**config.mk**
```make
export PLATFORM = sky130hd
export DESIGN_NAME = focus_stepper_jog_controller
export DESIGN_NICKNAME = d
export VERILOG_FILES = /design/src/design/fsjc_pkg.sv /design/src/design/fsjc_key_dec.sv /design/src/design/fsjc_core.sv /design/src/design/focus_stepper_jog_controller.sv
export SDC_FILE = /design/constraint.sdc
export NUM_CORES = 1
export LEC_CHECK = 0
export BUFFER_PORTS_ARGS = -buffer_cell sky130_fd_sc_hd__buf_2
export CORE_UTILIZATION = 30
export DETAILED_ROUTE_END_ITERATION = 8
export SYNTH_ARGS = -nofsm -noshare
export SYNTH_HDL_FRONTEND = slang
export SYNTH_SLANG_ARGS = --single-unit
```
**constraint.sdc**
```tcl
create_clock -name clk -period 3.3 [get_ports clk]
set_clock_uncertainty 0.2 [all_clocks]
set_input_delay 0.33 -clock clk [delete_from_list [all_inputs] [get_ports clk]]
set_output_delay 0.33 -clock clk [all_outputs]
set_load 0.01 [all_outputs]
```
**src/design/fsjc_pkg.sv**
```systemverilog
// ----------------------------------------------------------------------------
// fsjc_pkg
// Shared types and constants of the focus stepper jog controller: key windows,
// command and direction codes, register indexes and the result record.
// ----------------------------------------------------------------------------
package fsjc_pkg;

	localparam int unsigned AdcW   = 10;
	localparam int unsigned StepsW = 16;
	localparam int unsigned PhaseW = 3;
	localparam int unsigned PosW   = 8;
	localparam int unsigned CfgW   = 16;

	// key ladder windows, inclusive code bounds
	localparam logic [AdcW-1:0] AGING_LO = 10'd559;
	localparam logic [AdcW-1:0] AGING_HI = 10'd626;
	localparam logic [AdcW-1:0] STOP_LO  = 10'd900;
	localparam logic [AdcW-1:0] STOP_HI  = 10'd960;
	localparam logic [AdcW-1:0] REV_LO   = 10'd714;
	localparam logic [AdcW-1:0] REV_HI   = 10'd774;
	localparam logic [AdcW-1:0] FWD_LO   = 10'd807;
	localparam logic [AdcW-1:0] FWD_HI   = 10'd867;

	localparam logic [StepsW-1:0] JOG_STEPS_RST    = 16'd20;
	localparam logic [StepsW-1:0] AGING_PERIOD_RST = 16'd3600;

	localparam logic ACT_KEY  = 1'b0;
	localparam logic ACT_TICK = 1'b1;

	localparam logic CFG_JOG_STEPS    = 1'b0;
	localparam logic CFG_AGING_PERIOD = 1'b1;

	typedef enum logic [1:0] {
		DIR_STOP = 2'd0,
		DIR_FWD  = 2'd1,
		DIR_REV  = 2'd2
	} dir_t;

	typedef enum logic [2:0] {
		CMD_NONE  = 3'd0,
		CMD_AGING = 3'd1,
		CMD_STOP  = 3'd2,
		CMD_REV   = 3'd3,
		CMD_FWD   = 3'd4
	} key_cmd_t;

	typedef struct packed {
		logic              step_valid;
		logic [PhaseW-1:0] phase;
		dir_t              direction;
		logic [PosW-1:0]   position;
		logic              done_res;
		logic              aging_active;
	} res_t;

endpackage

```
**src/design/fsjc_key_dec.sv**
```systemverilog
// ----------------------------------------------------------------------------
// fsjc_key_dec
// Decodes a key ladder ADC code into a jog command by fixed code windows.
// ----------------------------------------------------------------------------
module fsjc_key_dec (
	input  logic [fsjc_pkg::AdcW-1:0] adc_code,
	output fsjc_pkg::key_cmd_t        cmd
);

	always_comb begin
		if (adc_code >= fsjc_pkg::AGING_LO && adc_code <= fsjc_pkg::AGING_HI) begin
			cmd = fsjc_pkg::CMD_AGING;
		end else if (adc_code >= fsjc_pkg::STOP_LO && adc_code <= fsjc_pkg::STOP_HI) begin
			cmd = fsjc_pkg::CMD_STOP;
		end else if (adc_code >= fsjc_pkg::REV_LO && adc_code <= fsjc_pkg::REV_HI) begin
			cmd = fsjc_pkg::CMD_REV;
		end else if (adc_code >= fsjc_pkg::FWD_LO && adc_code <= fsjc_pkg::FWD_HI) begin
			cmd = fsjc_pkg::CMD_FWD;
		end else begin
			cmd = fsjc_pkg::CMD_NONE;
		end
	end

endmodule

```
**src/design/fsjc_core.sv**
```systemverilog
// ----------------------------------------------------------------------------
// fsjc_core
// Motion state and configuration registers; computes the next state and the
// result record for one key sample or tick, and commits it on advance.
// ----------------------------------------------------------------------------
module fsjc_core (
	input  logic                           clk,
	input  logic                           arst_n,
	input  logic                           cfg_we,
	input  logic                           cfg_index,
	input  logic [fsjc_pkg::CfgW-1:0]      cfg_wdata,
	input  logic                           adv,
	input  logic                           action,
	input  fsjc_pkg::key_cmd_t             cmd,
	output fsjc_pkg::res_t                 res
);

	logic [fsjc_pkg::StepsW-1:0] jog_steps_q;
	logic [fsjc_pkg::StepsW-1:0] aging_period_q;

	logic [fsjc_pkg::PhaseW-1:0] phase_q, phase_d;
	fsjc_pkg::dir_t              dir_q, dir_d;
	logic [fsjc_pkg::StepsW-1:0] steps_q, steps_d;
	logic [fsjc_pkg::PosW-1:0]   pos_q, pos_d;
	logic                        done_q, done_d;
	logic                        aging_q, aging_d;
	logic [fsjc_pkg::StepsW-1:0] ticks_q, ticks_d;
	logic                        step;

	always_ff @(posedge clk or negedge arst_n) begin
		if (!arst_n) begin
			jog_steps_q    <= fsjc_pkg::JOG_STEPS_RST;
			aging_period_q <= fsjc_pkg::AGING_PERIOD_RST;
		end else if (cfg_we) begin
			case (cfg_index)
				fsjc_pkg::CFG_JOG_STEPS:    jog_steps_q    <= cfg_wdata;
				fsjc_pkg::CFG_AGING_PERIOD: aging_period_q <= cfg_wdata;
				default: ;
			endcase
		end
	end

	always_comb begin
		phase_d = phase_q;
		dir_d   = dir_q;
		steps_d = steps_q;
		pos_d   = pos_q;
		done_d  = done_q;
		aging_d = aging_q;
		ticks_d = ticks_q;
		step    = 1'b0;
		if (action == fsjc_pkg::ACT_KEY) begin
			case (cmd)
				fsjc_pkg::CMD_AGING: aging_d = 1'b1;
				fsjc_pkg::CMD_STOP: begin
					dir_d   = fsjc_pkg::DIR_STOP;
					aging_d = 1'b0;
				end
				fsjc_pkg::CMD_REV: begin
					dir_d   = fsjc_pkg::DIR_REV;
					steps_d = jog_steps_q;
				end
				fsjc_pkg::CMD_FWD: begin
					dir_d   = fsjc_pkg::DIR_FWD;
					steps_d = jog_steps_q;
				end
				default: ;
			endcase
		end else if (aging_q) begin
			step = 1'b1;
			if (ticks_q < aging_period_q) begin
				ticks_d = ticks_q + 16'd1;
			end else begin
				ticks_d = '0;
				dir_d   = (dir_q == fsjc_pkg::DIR_FWD) ? fsjc_pkg::DIR_REV : fsjc_pkg::DIR_FWD;
			end
		end else if (steps_q != '0) begin
			step    = 1'b1;
			steps_d = steps_q - 16'd1;
			if (steps_q == 16'd1) begin
				done_d = 1'b1;
			end
		end
		if (step) begin
			phase_d = phase_q + 3'd1;
			if (dir_d == fsjc_pkg::DIR_FWD) begin
				pos_d = pos_q + 8'd1;
			end else if (dir_d == fsjc_pkg::DIR_REV) begin
				pos_d = pos_q - 8'd1;
			end
		end
	end

	always_ff @(posedge clk or negedge arst_n) begin
		if (!arst_n) begin
			phase_q <= '0;
			dir_q   <= fsjc_pkg::DIR_STOP;
			steps_q <= '0;
			pos_q   <= '0;
			done_q  <= 1'b0;
			aging_q <= 1'b0;
			ticks_q <= '0;
		end else if (adv) begin
			phase_q <= phase_d;
			dir_q   <= dir_d;
			steps_q <= steps_d;
			pos_q   <= pos_d;
			done_q  <= done_d;
			aging_q <= aging_d;
			ticks_q <= ticks_d;
		end
	end

	assign res = '{
		step_valid:   step,
		phase:        phase_d,
		direction:    dir_d,
		position:     pos_d,
		done_res:     done_d,
		aging_active: aging_d
	};

`ifndef ASSERT_OFF
	a_done_sticky: assert property (@(posedge clk) disable iff (!arst_n)
		done_q |=> done_q)
		else $error("done flag cleared");

	a_hold_no_step: assert property (@(posedge clk) disable iff (!arst_n)
		adv && !step |=> phase_q == $past(phase_q) && pos_q == $past(pos_q))
		else $error("phase or position moved without a step");

	a_phase_step: assert property (@(posedge clk) disable iff (!arst_n)
		adv && step |=> phase_q == 3'($past(phase_q) + 3'd1))
		else $error("phase did not advance by one");

	a_key_no_step: assert property (@(posedge clk) disable iff (!arst_n)
		action == fsjc_pkg::ACT_KEY |-> !step)
		else $error("step on a key sample");

	a_countdown: assert property (@(posedge clk) disable iff (!arst_n)
		adv && step && !aging_q |=> steps_q == 16'($past(steps_q) - 16'd1))
		else $error("jog countdown mismatch");
`endif

endmodule

```
**src/design/focus_stepper_jog_controller.sv**
```systemverilog
// ----------------------------------------------------------------------------
// focus_stepper_jog_controller
// Lens focus stepper controller: decodes key ladder samples into jog, stop and
// aging commands and steps the 8-phase drive, position and jog countdown.
//
// channel | direction | handshake          | payload
// in      | sink      | in_valid/in_ready  | action, adc_code
// out     | source    | out_valid/out_ready| step_valid, phase, direction,
//         |           |                    | position, done_res, aging_active
// cfg     | sink      | cfg_we             | cfg_index, cfg_wdata
//
// one item per cycle sustained while out_ready is high; each item passes through
// the input register and then the result register
// the motion state is committed as the item moves into the result register
// a stalled output holds its result; one more item waits in the input register
// reset clears the valid flags and the motion state; config registers reset to 20 and 3600
// ----------------------------------------------------------------------------
module focus_stepper_jog_controller (
	input  logic                           clk,
	input  logic                           arst_n,
	input  logic                           in_valid,
	output logic                           in_ready,
	input  logic                           action,
	input  logic [fsjc_pkg::AdcW-1:0]      adc_code,
	output logic                           out_valid,
	input  logic                           out_ready,
	output logic                           step_valid,
	output logic [fsjc_pkg::PhaseW-1:0]    phase,
	output logic [1:0]                     direction,
	output logic [fsjc_pkg::PosW-1:0]      position,
	output logic                           done_res,
	output logic                           aging_active,
	input  logic                           cfg_we,
	input  logic                           cfg_index,
	input  logic [fsjc_pkg::CfgW-1:0]      cfg_wdata
);

	logic                         valid_s1;
	logic                         action_s1;
	logic [fsjc_pkg::AdcW-1:0]    adc_code_s1;
	logic                         valid_s2;
	fsjc_pkg::res_t               res_s2;
	fsjc_pkg::res_t               res;
	fsjc_pkg::key_cmd_t           cmd;
	logic                         adv;

	assign adv      = valid_s1 && (!valid_s2 || out_ready);
	assign in_ready = !valid_s1 || adv;

	always_ff @(posedge clk or negedge arst_n) begin
		if (!arst_n) begin
			valid_s1 <= 1'b0;
		end else if (in_ready) begin
			valid_s1 <= in_valid;
		end
	end

	always_ff @(posedge clk) begin
		if (in_ready && in_valid) begin
			action_s1   <= action;
			adc_code_s1 <= adc_code;
		end
	end

	fsjc_key_dec u_key_dec (
		.adc_code (adc_code_s1),
		.cmd      (cmd)
	);

	fsjc_core u_core (
		.clk       (clk),
		.arst_n    (arst_n),
		.cfg_we    (cfg_we),
		.cfg_index (cfg_index),
		.cfg_wdata (cfg_wdata),
		.adv       (adv),
		.action    (action_s1),
		.cmd       (cmd),
		.res       (res)
	);

	// result register
	always_ff @(posedge clk or negedge arst_n) begin
		if (!arst_n) begin
			valid_s2 <= 1'b0;
		end else if (adv) begin
			valid_s2 <= 1'b1;
		end else if (out_ready) begin
			valid_s2 <= 1'b0;
		end
	end

	always_ff @(posedge clk) begin
		if (adv) begin
			res_s2 <= res;
		end
	end

	assign out_valid    = valid_s2;
	assign step_valid   = res_s2.step_valid;
	assign phase        = res_s2.phase;
	assign direction    = res_s2.direction;
	assign position     = res_s2.position;
	assign done_res     = res_s2.done_res;
	assign aging_active = res_s2.aging_active;

endmodule
```
==> impl_metrics.yaml, run 1 <==
synth:
  synth_cell_type_count: 68
  synth_edf_count: 27
  synthCells: 522
  ys_seq_elements: 108
  postSynth.asyncResetShare: 0.750
  yosysSeqAreaShare: 0.506
  syn_area_um2: 5620
  synth_nets: 576
  ys.flop_type: "dfrtp_1"
  ys.warnings.count: 0
  syn_area_per_cell_um2: 10.8
final_layout:
  drive_gt1_frac: 0.235
  antenna_cells: 0
  finalNetCount: 646
  post_layout_nonfiller_instances: 826
  area_delta_synth_final_pct: 18.4
drt:
  wirelength_um: 12700
  post_drt_wl_per_cell_um: 15.4
  drtAntennaViolNets: 0
  drc: 5
  vias_per_cell: 5.25
  drtPass1Iterations: 8
  drtIter0Drc: 347
  num_vias: 4339
timing:
  slew_violations: 0
  finalSetupTns_ns: 0
  period_needed_ns: 3.18
  max_slew_margin: 0.300
  timing.final.crit_share: 0.962
  hold_slack_ns: -0.0510
  finalSetupViolations: 0
  hold_viol_final: 65
  fmax_ghz: 0.315
  worstMarginPinSlew_ns: 1.05
cts:
  cts_inserted_buffers: 9
  clk_pin_slew_ns: 0.08
  cts_tree: "built"
  clock_path_buffers: 2
  htreeDepth: 3
  insertion_delay_ns: 0.36
  cts-root-buf: "clkbuf_16"
  cts_sinks: 108
grt:
  track_usage: 0.138
  grt_max_degree: 82
  grt_pass1_vias: 4244
  grt_pass1_wl_um: 21300
  grt_antenna_before_repair: 0
  grt_overflow: 0
die:
  start_util: 0.310
  core_area_um2: 18100
  dieHeight_um: 139
  boundaryPins: 51
  row_count: 49
  die_area_um2: 19300
  die_width_um: 139
setup_path:
  regToRegSetupSlack_ns: 0.12
  start_kind: "register"
  r2r_cells: 10
  critPathArrivalTime_ns: 3.09
  regToRegStartpoint: "u_core.aging_period_q[11]"
  crit_path_end_kind: "register"
  required_ns: 3.21
  r2r-end: "position[7]"
  crit_type: "reg -> reg"
  cp_max_fo: 6
power_and_ir_drop:
  leakagePower_nw: 2.85
  peakVddDrop_mv: 0.254
  p_per_area_nw_per_um2: 647
run_status:
  violations: "DRC, hold timing"
  outcome: "finished, violations left"
min_path:
  holdCritPathClass: "in -> async"
job:
  cap_violations: 0
placed_design:
  hpwl_um: 9030
  place.gp.congestion: 0.880
  io_buffers: 50
  dp_cells: 796
==> timing repair <==
item,4_1_cts,5_1_grt
hold endpoints to repair,12,0
setup endpoints to repair,0,12
buffers inserted,0,2
gates resized for setup,0,3
hold buffers,12,0
==> through the flow <==
| stage | worst slack [ns] | utilization | total power, mW | area [um^2] | hold WS (ns) |
|---|---|---|---|---|---|
| after detailed placement | 0.0713 | 0.341 | 3.12 | 6180 | 0.279 |
| after CTS | 0.0539 | 0.365 | 4.30 | 6630 | 0.00548 |
| after global placement | 0.134 | 0.341 | 3.08 | 6180 | 0.280 |
| final | 0.124 | 0.367 | 4.30 | 6660 | -0.0510 |
| after global routing | -0.00102 | 0.367 | 4.56 | 6660 | 0.0158 |
| after floorplan | 0.260 | - | 2.77 | 5620 | -0.166 |
==> state kept, by name, summed over array words and instances (netlist names), 8 cells and up <==
name	flops
u_core.jog_steps_q	16
u_core.ticks_q	16
u_core.aging_period_q	16
adc_code_s1	10
u_core.steps_q	16
position	8
u_core.pos_q	8
==> worst max-delay path: stages (launching register included) <==
cell	delay (ns)
dfstp_2	0.53
inv_1	0.04
ha_1	0.31
a221o_1	0.31
a31oi_1	0.21
o22a_1	0.23
o21a_2	0.23
o211ai_4	0.13
or4_4	0.50
a21oi_1	0.17
xor2_1	0.08
==> cells by family after synthesis <==
| kind of cell | Yosys count | synth area share |
|---|---|---|
| AOI/OAI and AO/OA | 119 | 0.145 |
| xor gates and xnor gates | 30 | 0.0467 |
| adders and majority gates | 21 | 0.0467 |
| buffers and inverters | 42 | 0.0287 |
| DFF | 108 | 0.506 |
| muxes | 34 | 0.0679 |
| and+or+nand+nor | 168 | 0.159 |
==> cells in the mapped netlist (all sizes together), types with 6 or more instances <==
library cell,n,area share
nand3,21,0.020
dfstp,6,0.028
o21ai,25,0.022
nand2b,7,0.0078
mux2,33,0.066
nor2,33,0.022
o211ai,8,0.014
dfrtp,75,0.33
ha,21,0.047
xnor2,12,0.019
nand4,7,0.0078
a21oi,28,0.025
nor4,6,0.0067
nor3,11,0.0098
and3,8,0.0089
o22ai,15,0.017
edfxtp,27,0.14
clkbuf,9,0.0060
and2,6,0.0067
a21o,7,0.011
buf,6,0.0047
xor2,18,0.028
nand2,39,0.026
inv,27,0.018
==> worst max-delay path by stage <==
stage,startpoint,to,slack (ns)
2_1_floorplan,u_core.aging_period_q[11],position[7],0.26
3_3_place_gp,u_core.aging_period_q[11],position[7],0.13
3_5_place_dp,u_core.aging_period_q[11],position[7],0.07
4_1_cts,u_core.aging_period_q[11],position[3],0.05
5_1_grt,u_core.aging_period_q[11],u_core.pos_q[1],-0.001
6_report,u_core.aging_period_q[11],position[7],0.12
==> area by class of cell <==
type	count	area, um^2
multi-input combinational	372	2640
clock inverter	5	48.8
fill	1784	11500
inverter	27	101
tap	229	287
clock buffer	11	275
sequential	108	2850
timing repair buffer	74	463
==> cells in the final DEF (no fill, tap or decap), types with 8 or more instances in the layout <==
cell type / instances
nand3_1: 20
xnor2_1: 12
a21oi_1: 28
xor2_1: 18
o22ai_1: 15
dfrtp_1: 75
nor3_1: 11
dlygate4sd3_1: 12
edfxtp_1: 27
ha_1: 21
clkbuf_16: 11
mux2_2: 33
nand2_1: 38
inv_1: 27
buf_2: 49
nor2_1: 33
buf_4: 13
o21ai_0: 25
and3_1: 8
==> layer usage <==
metal  part of all wire  vias to the layer above  track usage  wire [um]
li1                   -                     2066            -          -
met1               0.45                     2145        0.169       5700
met2               0.49                      111        0.232       6270
met3              0.044                       17       0.0397        560
met4              0.016                        0       0.0450        204
met5                  0                        -            0          0
==> power by group <==
group | leakage [nW] | internal, mW | switching (mW) | total, mW
sequential | 1.26 | 1.69 | 0.284 | 1.98
clock | 0.157 | 0.618 | 0.535 | 1.15
combinational | 1.43 | 0.542 | 0.633 | 1.17
total | 2.85 | 2.85 | 1.45 | 4.30
Power figures use the tool's default switching activity.
==> run 2: changes to the inputs <==
- SETUP_SLACK_MARGIN: not set -> 0.15
==> impl_metrics.yaml, run 2 (synthesized netlist as in run 1, its figures left out) <==
die:
  die_area_um2: 19300
  die_width_um: 139
  start_util: 0.310
  boundaryPins: 51
  core_area_um2: 18100
  dieHeight_um: 139
  row_count: 49
cts:
  clk_pin_slew_ns: 0.08
  cts-root-buf: "clkbuf_16"
  cts_sinks: 108
  cts_inserted_buffers: 9
  htreeDepth: 3
  cts_tree: "built"
  clock_path_buffers: 2
  insertion_delay_ns: 0.36
timing:
  finalSetupTns_ns: 0
  timing.final.crit_share: 0.930
  worstMarginPinSlew_ns: 1.06
  period_needed_ns: 3.07
  slew_violations: 0
  rsz0062_at_grt: "yes"
  finalSetupViolations: 0
  fmax_ghz: 0.326
  hold_viol_final: 42
  max_slew_margin: 0.295
  hold_slack_ns: -0.0556
run_status:
  outcome: "finished, violations left"
  violations: "DRC, hold timing"
grt:
  grt_antenna_before_repair: 0
  grt_pass1_wl_um: 21300
  grt_overflow: 0
  grt_pass1_vias: 4234
  track_usage: 0.138
  grt_max_degree: 82
drt:
  drtPass1Iterations: 7
  drtAntennaViolNets: 0
  drc: 5
  drtIter0Drc: 308
  post_drt_wl_per_cell_um: 15.6
  wirelength_um: 12900
  vias_per_cell: 5.20
  num_vias: 4303
power_and_ir_drop:
  p_per_area_nw_per_um2: 642
  leakagePower_nw: 2.86
  peakVddDrop_mv: 0.254
final_layout:
  finalNetCount: 647
  multi_input_area_um2: 2740
  nFillCells: 1775
  ff_latch_area_um2: 2850
  layout_commonest_cell: "dfrtp_1"
  antenna_cells: 0
  layout_common_cells: "dfrtp_1, buf_2, nand2_1"
  area_delta_synth_final_pct: 20.5
  drive_gt1_frac: 0.254
  fin_util: 0.373
  final_cell_area_um2: 6770
setup_path:
  critPathMaxStageDelay_ns: 0.53
  critPathArrivalTime_ns: 2.98
  required_ns: 3.21
  crit_family: "compound AO/OA/AOI/OAI gates"
  crit_chain: "inv_1 -> ha_4 -> and3_1 -> nand4_1 -> a211o_1 -> o2111ai_2 -> o211ai_4 -> or4_4 -> a21oi_2 -> xor2_1"
  cp.buffers_inverters: 1
  crit_type: "reg -> reg"
  cp_max_fo: 6
  crit_path_end_kind: "register"
  crit_slowest_cell: "dfstp_2"
  regToRegSetupSlack_ns: 0.23
  start_kind: "register"
placed_design:
  place_area_um2: 6180
  hpwl_um: 9030
  place.gp.congestion: 0.880
  io_buffers: 50
min_path:
  holdCritPathClass: "in -> async"
job:
  cap_violations: 0
run 2: changes by cell type in the layout (fill, tap and decap cells not counted), sizes merged:
cell  change
buf       +1
run 2: final cells by class:
cell class | instances | area share
multi-input cells | 372 | 0.405
clock inverters | 5 | 0.00720
inverters | 27 | 0.0150
flip-flops and latches | 108 | 0.420
well taps | 229 | 0.0423
repair buffers | 75 | 0.0700
clock buffers | 11 | 0.0406
run 2: where the power goes:
group	internal, mW	switching (mW)
combinational	0.563	0.653
clock	0.618	0.534
sequential	1.69	0.290
total	2.87	1.48
run 2: path summary, 6_finish.rpt:
path                                          start               endpoint  depth (start not counted)
max                        u_core.aging_period_q[9]            position[7]                         10
max in group asynchronous                    arst_n      u_core.ticks_q[8]                          1
max reg2reg                u_core.aging_period_q[9]            position[7]                         10
min                                          arst_n      u_core.phase_q[1]                          1
min reg2reg                       u_core.phase_q[2]      u_core.phase_q[2]                          1
min in group clk                       cfg_wdata[7]  u_core.jog_steps_q[7]                          2
run 2: routing by layer:
metal | vias to the layer above | part of all wire | global-route usage | wire [um]
met5 | - | 0 | 0 | 0
met4 | 0 | 0.013 | 0.0427 | 171
met3 | 12 | 0.040 | 0.0394 | 522
met2 | 79 | 0.49 | 0.232 | 6360
met1 | 2140 | 0.45 | 0.170 | 5860
li1 | 2072 | - | - | -
run 2: what timing repair did:
item,in CTS,in global routing
pin swaps,1,7
setup endpoints to repair,10,17
hold endpoints to repair,12,0
gates resized for setup,4,14
hold buffers,12,0
buffers inserted,1,2
run 2: stage by stage:
stage / setup WS, ns / hold slack (ns) / std cells / total power [mW]
after floorplan: 0.260 / -0.166 / 522 / 2.77
after global placement: 0.134 / 0.280 / 796 / 3.08
after detailed placement: 0.0713 / 0.279 / 796 / 3.12
after CTS: 0.174 / 0.00548 / 825 / 4.31
after global routing: 0.0980 / 0.0158 / 827 / 4.61
final: 0.230 / -0.0556 / 827 / 4.35
==> run 3: changes to the inputs <==
- ABC_AREA: not set -> 0
- CTS_BUF_LIST: not set -> sky130_fd_sc_hd__clkbuf_4
- clock period: 3.3 -> 3.65 ns (I/O delays scaled with it)
==> impl_metrics.yaml, run 3 (synthesized netlist as in run 1, its figures left out) <==
cts:
  cts_setup_buffers: 0
  htreeDepth: 3
  insertion_delay_ns: 0.50
  clk_pin_slew_ns: 0.18
  cts-root-buf: "clkbuf_4"
  clock_path_buffers: 2
  cts_sinks: 108
  cts_tree: "built"
  cts_inserted_buffers: 9
grt:
  grt_pass1_wl_um: 21200
  grt_pass1_vias: 4230
  grt_max_degree: 82
  grt_antenna_before_repair: 1
  use_met2: 0.231
  met1_usage: 0.174
  grt_overflow: 0
  grt.busiest_layer: "met2"
  track_usage: 0.138
  grt.met3_usage: 0.0218
drt:
  wirelength_um: 12500
  drtIter0Drc: 343
  drc: 4
  vias_per_cell: 5.10
  post_drt_wl_per_cell_um: 14.9
  drtPass1Iterations: 8
  num_vias: 4287
  drtAntennaViolNets: 0
final_layout:
  ff_latch_area_um2: 2850
  nFillCells: 1841
  multi_input_area_um2: 2620
  finalNetCount: 659
  area_delta_synth_final_pct: 17.1
  drive_gt1_frac: 0.215
  layout_commonest_cell: "dfrtp_1"
  fin_util: 0.363
  layout_common_cells: "dfrtp_1, buf_2, nand2_1"
timing:
  fmax_ghz: 0.300
  period_needed_ns: 3.33
  timing.final.crit_share: 0.912
  max_slew_margin: 0.294
  finalSetupViolations: 0
  setup_ws_ns: 0.321
  finalSetupTns_ns: 0
  rsz0062_at_grt: "no"
  slew_violations: 0
  hold_viol_final: 0
  worstMarginPinSlew_ns: 1.06
die:
  die_area_um2: 19300
  die_width_um: 139
  boundaryPins: 51
  row_count: 49
  start_util: 0.310
  core_area_um2: 18100
  dieHeight_um: 139
setup_path:
  cp_max_fo: 6
  crit_chain: "inv_1 -> ha_1 -> a221o_1 -> a31oi_1 -> o22a_1 -> o21a_1 -> o211ai_4 -> or4_4 -> a21oi_1 -> xor2_1"
  required_ns: 3.71
  cp.buffers_inverters: 1
  start_kind: "register"
  crit_path_end_kind: "register"
  crit_slowest_cell: "dfstp_2"
  critPathMaxStageDelay_ns: 0.56
  crit_type: "reg -> reg"
  crit_family: "compound AO/OA/AOI/OAI gates"
  critPathArrivalTime_ns: 3.39
run_status:
  violations: "DRC"
  outcome: "finished, violations left"
placed_design:
  io_buffers: 50
  dp_slack_ns: 0.367
  place.gp.congestion: 0.886
  hpwl_um: 8890
power_and_ir_drop:
  leakagePower_nw: 2.81
  peakVddDrop_mv: 0.168
  total_power_mw: 3.39
  p_per_area_nw_per_um2: 515
min_path:
  holdCritPathClass: "in -> reg"
job:
  cap_violations: 0
run 3: final timing paths:
check,start,to,slack (ns),cells past startpoint
hold reg to reg,u_core.pos_q[7],u_core.pos_q[7],0.30,1
setup / recovery,u_core.aging_period_q[11],position[7],0.32,10
min in group asynchronous,arst_n,u_core.pos_q[2],0.36,2
max in group asynchronous,arst_n,u_core.ticks_q[9],2.18,2
setup reg to reg,u_core.aging_period_q[11],position[7],0.32,10
hold / removal,cfg_index,u_core.jog_steps_q[0],0.26,4
run 3: layout make-up:
type,instances,area share
Antenna cell,1,0.000380
Clock buffer,9,0.0103
Clock inverter,7,0.00741
Inverter,27,0.0154
Multi-Input combinational cell,372,0.398
Sequential cell,108,0.432
Tap cell,229,0.0435
Timing Repair Buffer,87,0.0924
run 3: repair_timing:
item	in CTS	in global routing
hold buffers	31	0
resized for setup	0	0
hold endpoints to repair	120	0
run 3: worst register-to-register path, cell delays in order, from the launching register on:
cell and delay, ns:
dfstp_2 0.56, inv_1 0.04, ha_1 0.30, a221o_1 0.31, a31oi_1 0.21, o22a_1 0.27
o21a_1 0.29, o211ai_4 0.15, or4_4 0.51, a21oi_1 0.18, xor2_1 0.09
run 3: metal layers:
layer	share of wire	vias to the layer above
li1	-	2094
met1	0.46	2082
met3	0.031	22
met4	0.023	0
met5	0	-
met2	0.49	89
run 3: report_power, final:
| group | total, mW | internal (mW) | switching [mW] | leakage (nW) |
|---|---|---|---|---|
| sequential | 1.78 | 1.53 | 0.251 | 1.26 |
| clock | 0.561 | 0.144 | 0.417 | 0.0718 |
| combinational | 1.05 | 0.489 | 0.559 | 1.47 |
run 3: through the flow:
stage                     cell area (um^2)  hold slack (ns)  std cells
final                                 6580            0.258        840
after global routing                  6580            0.255        840
after CTS                             6580            0.228        839
after detailed placement              6150            0.278        792
after global placement                6150            0.277        792
after floorplan                       5620           -0.131        522
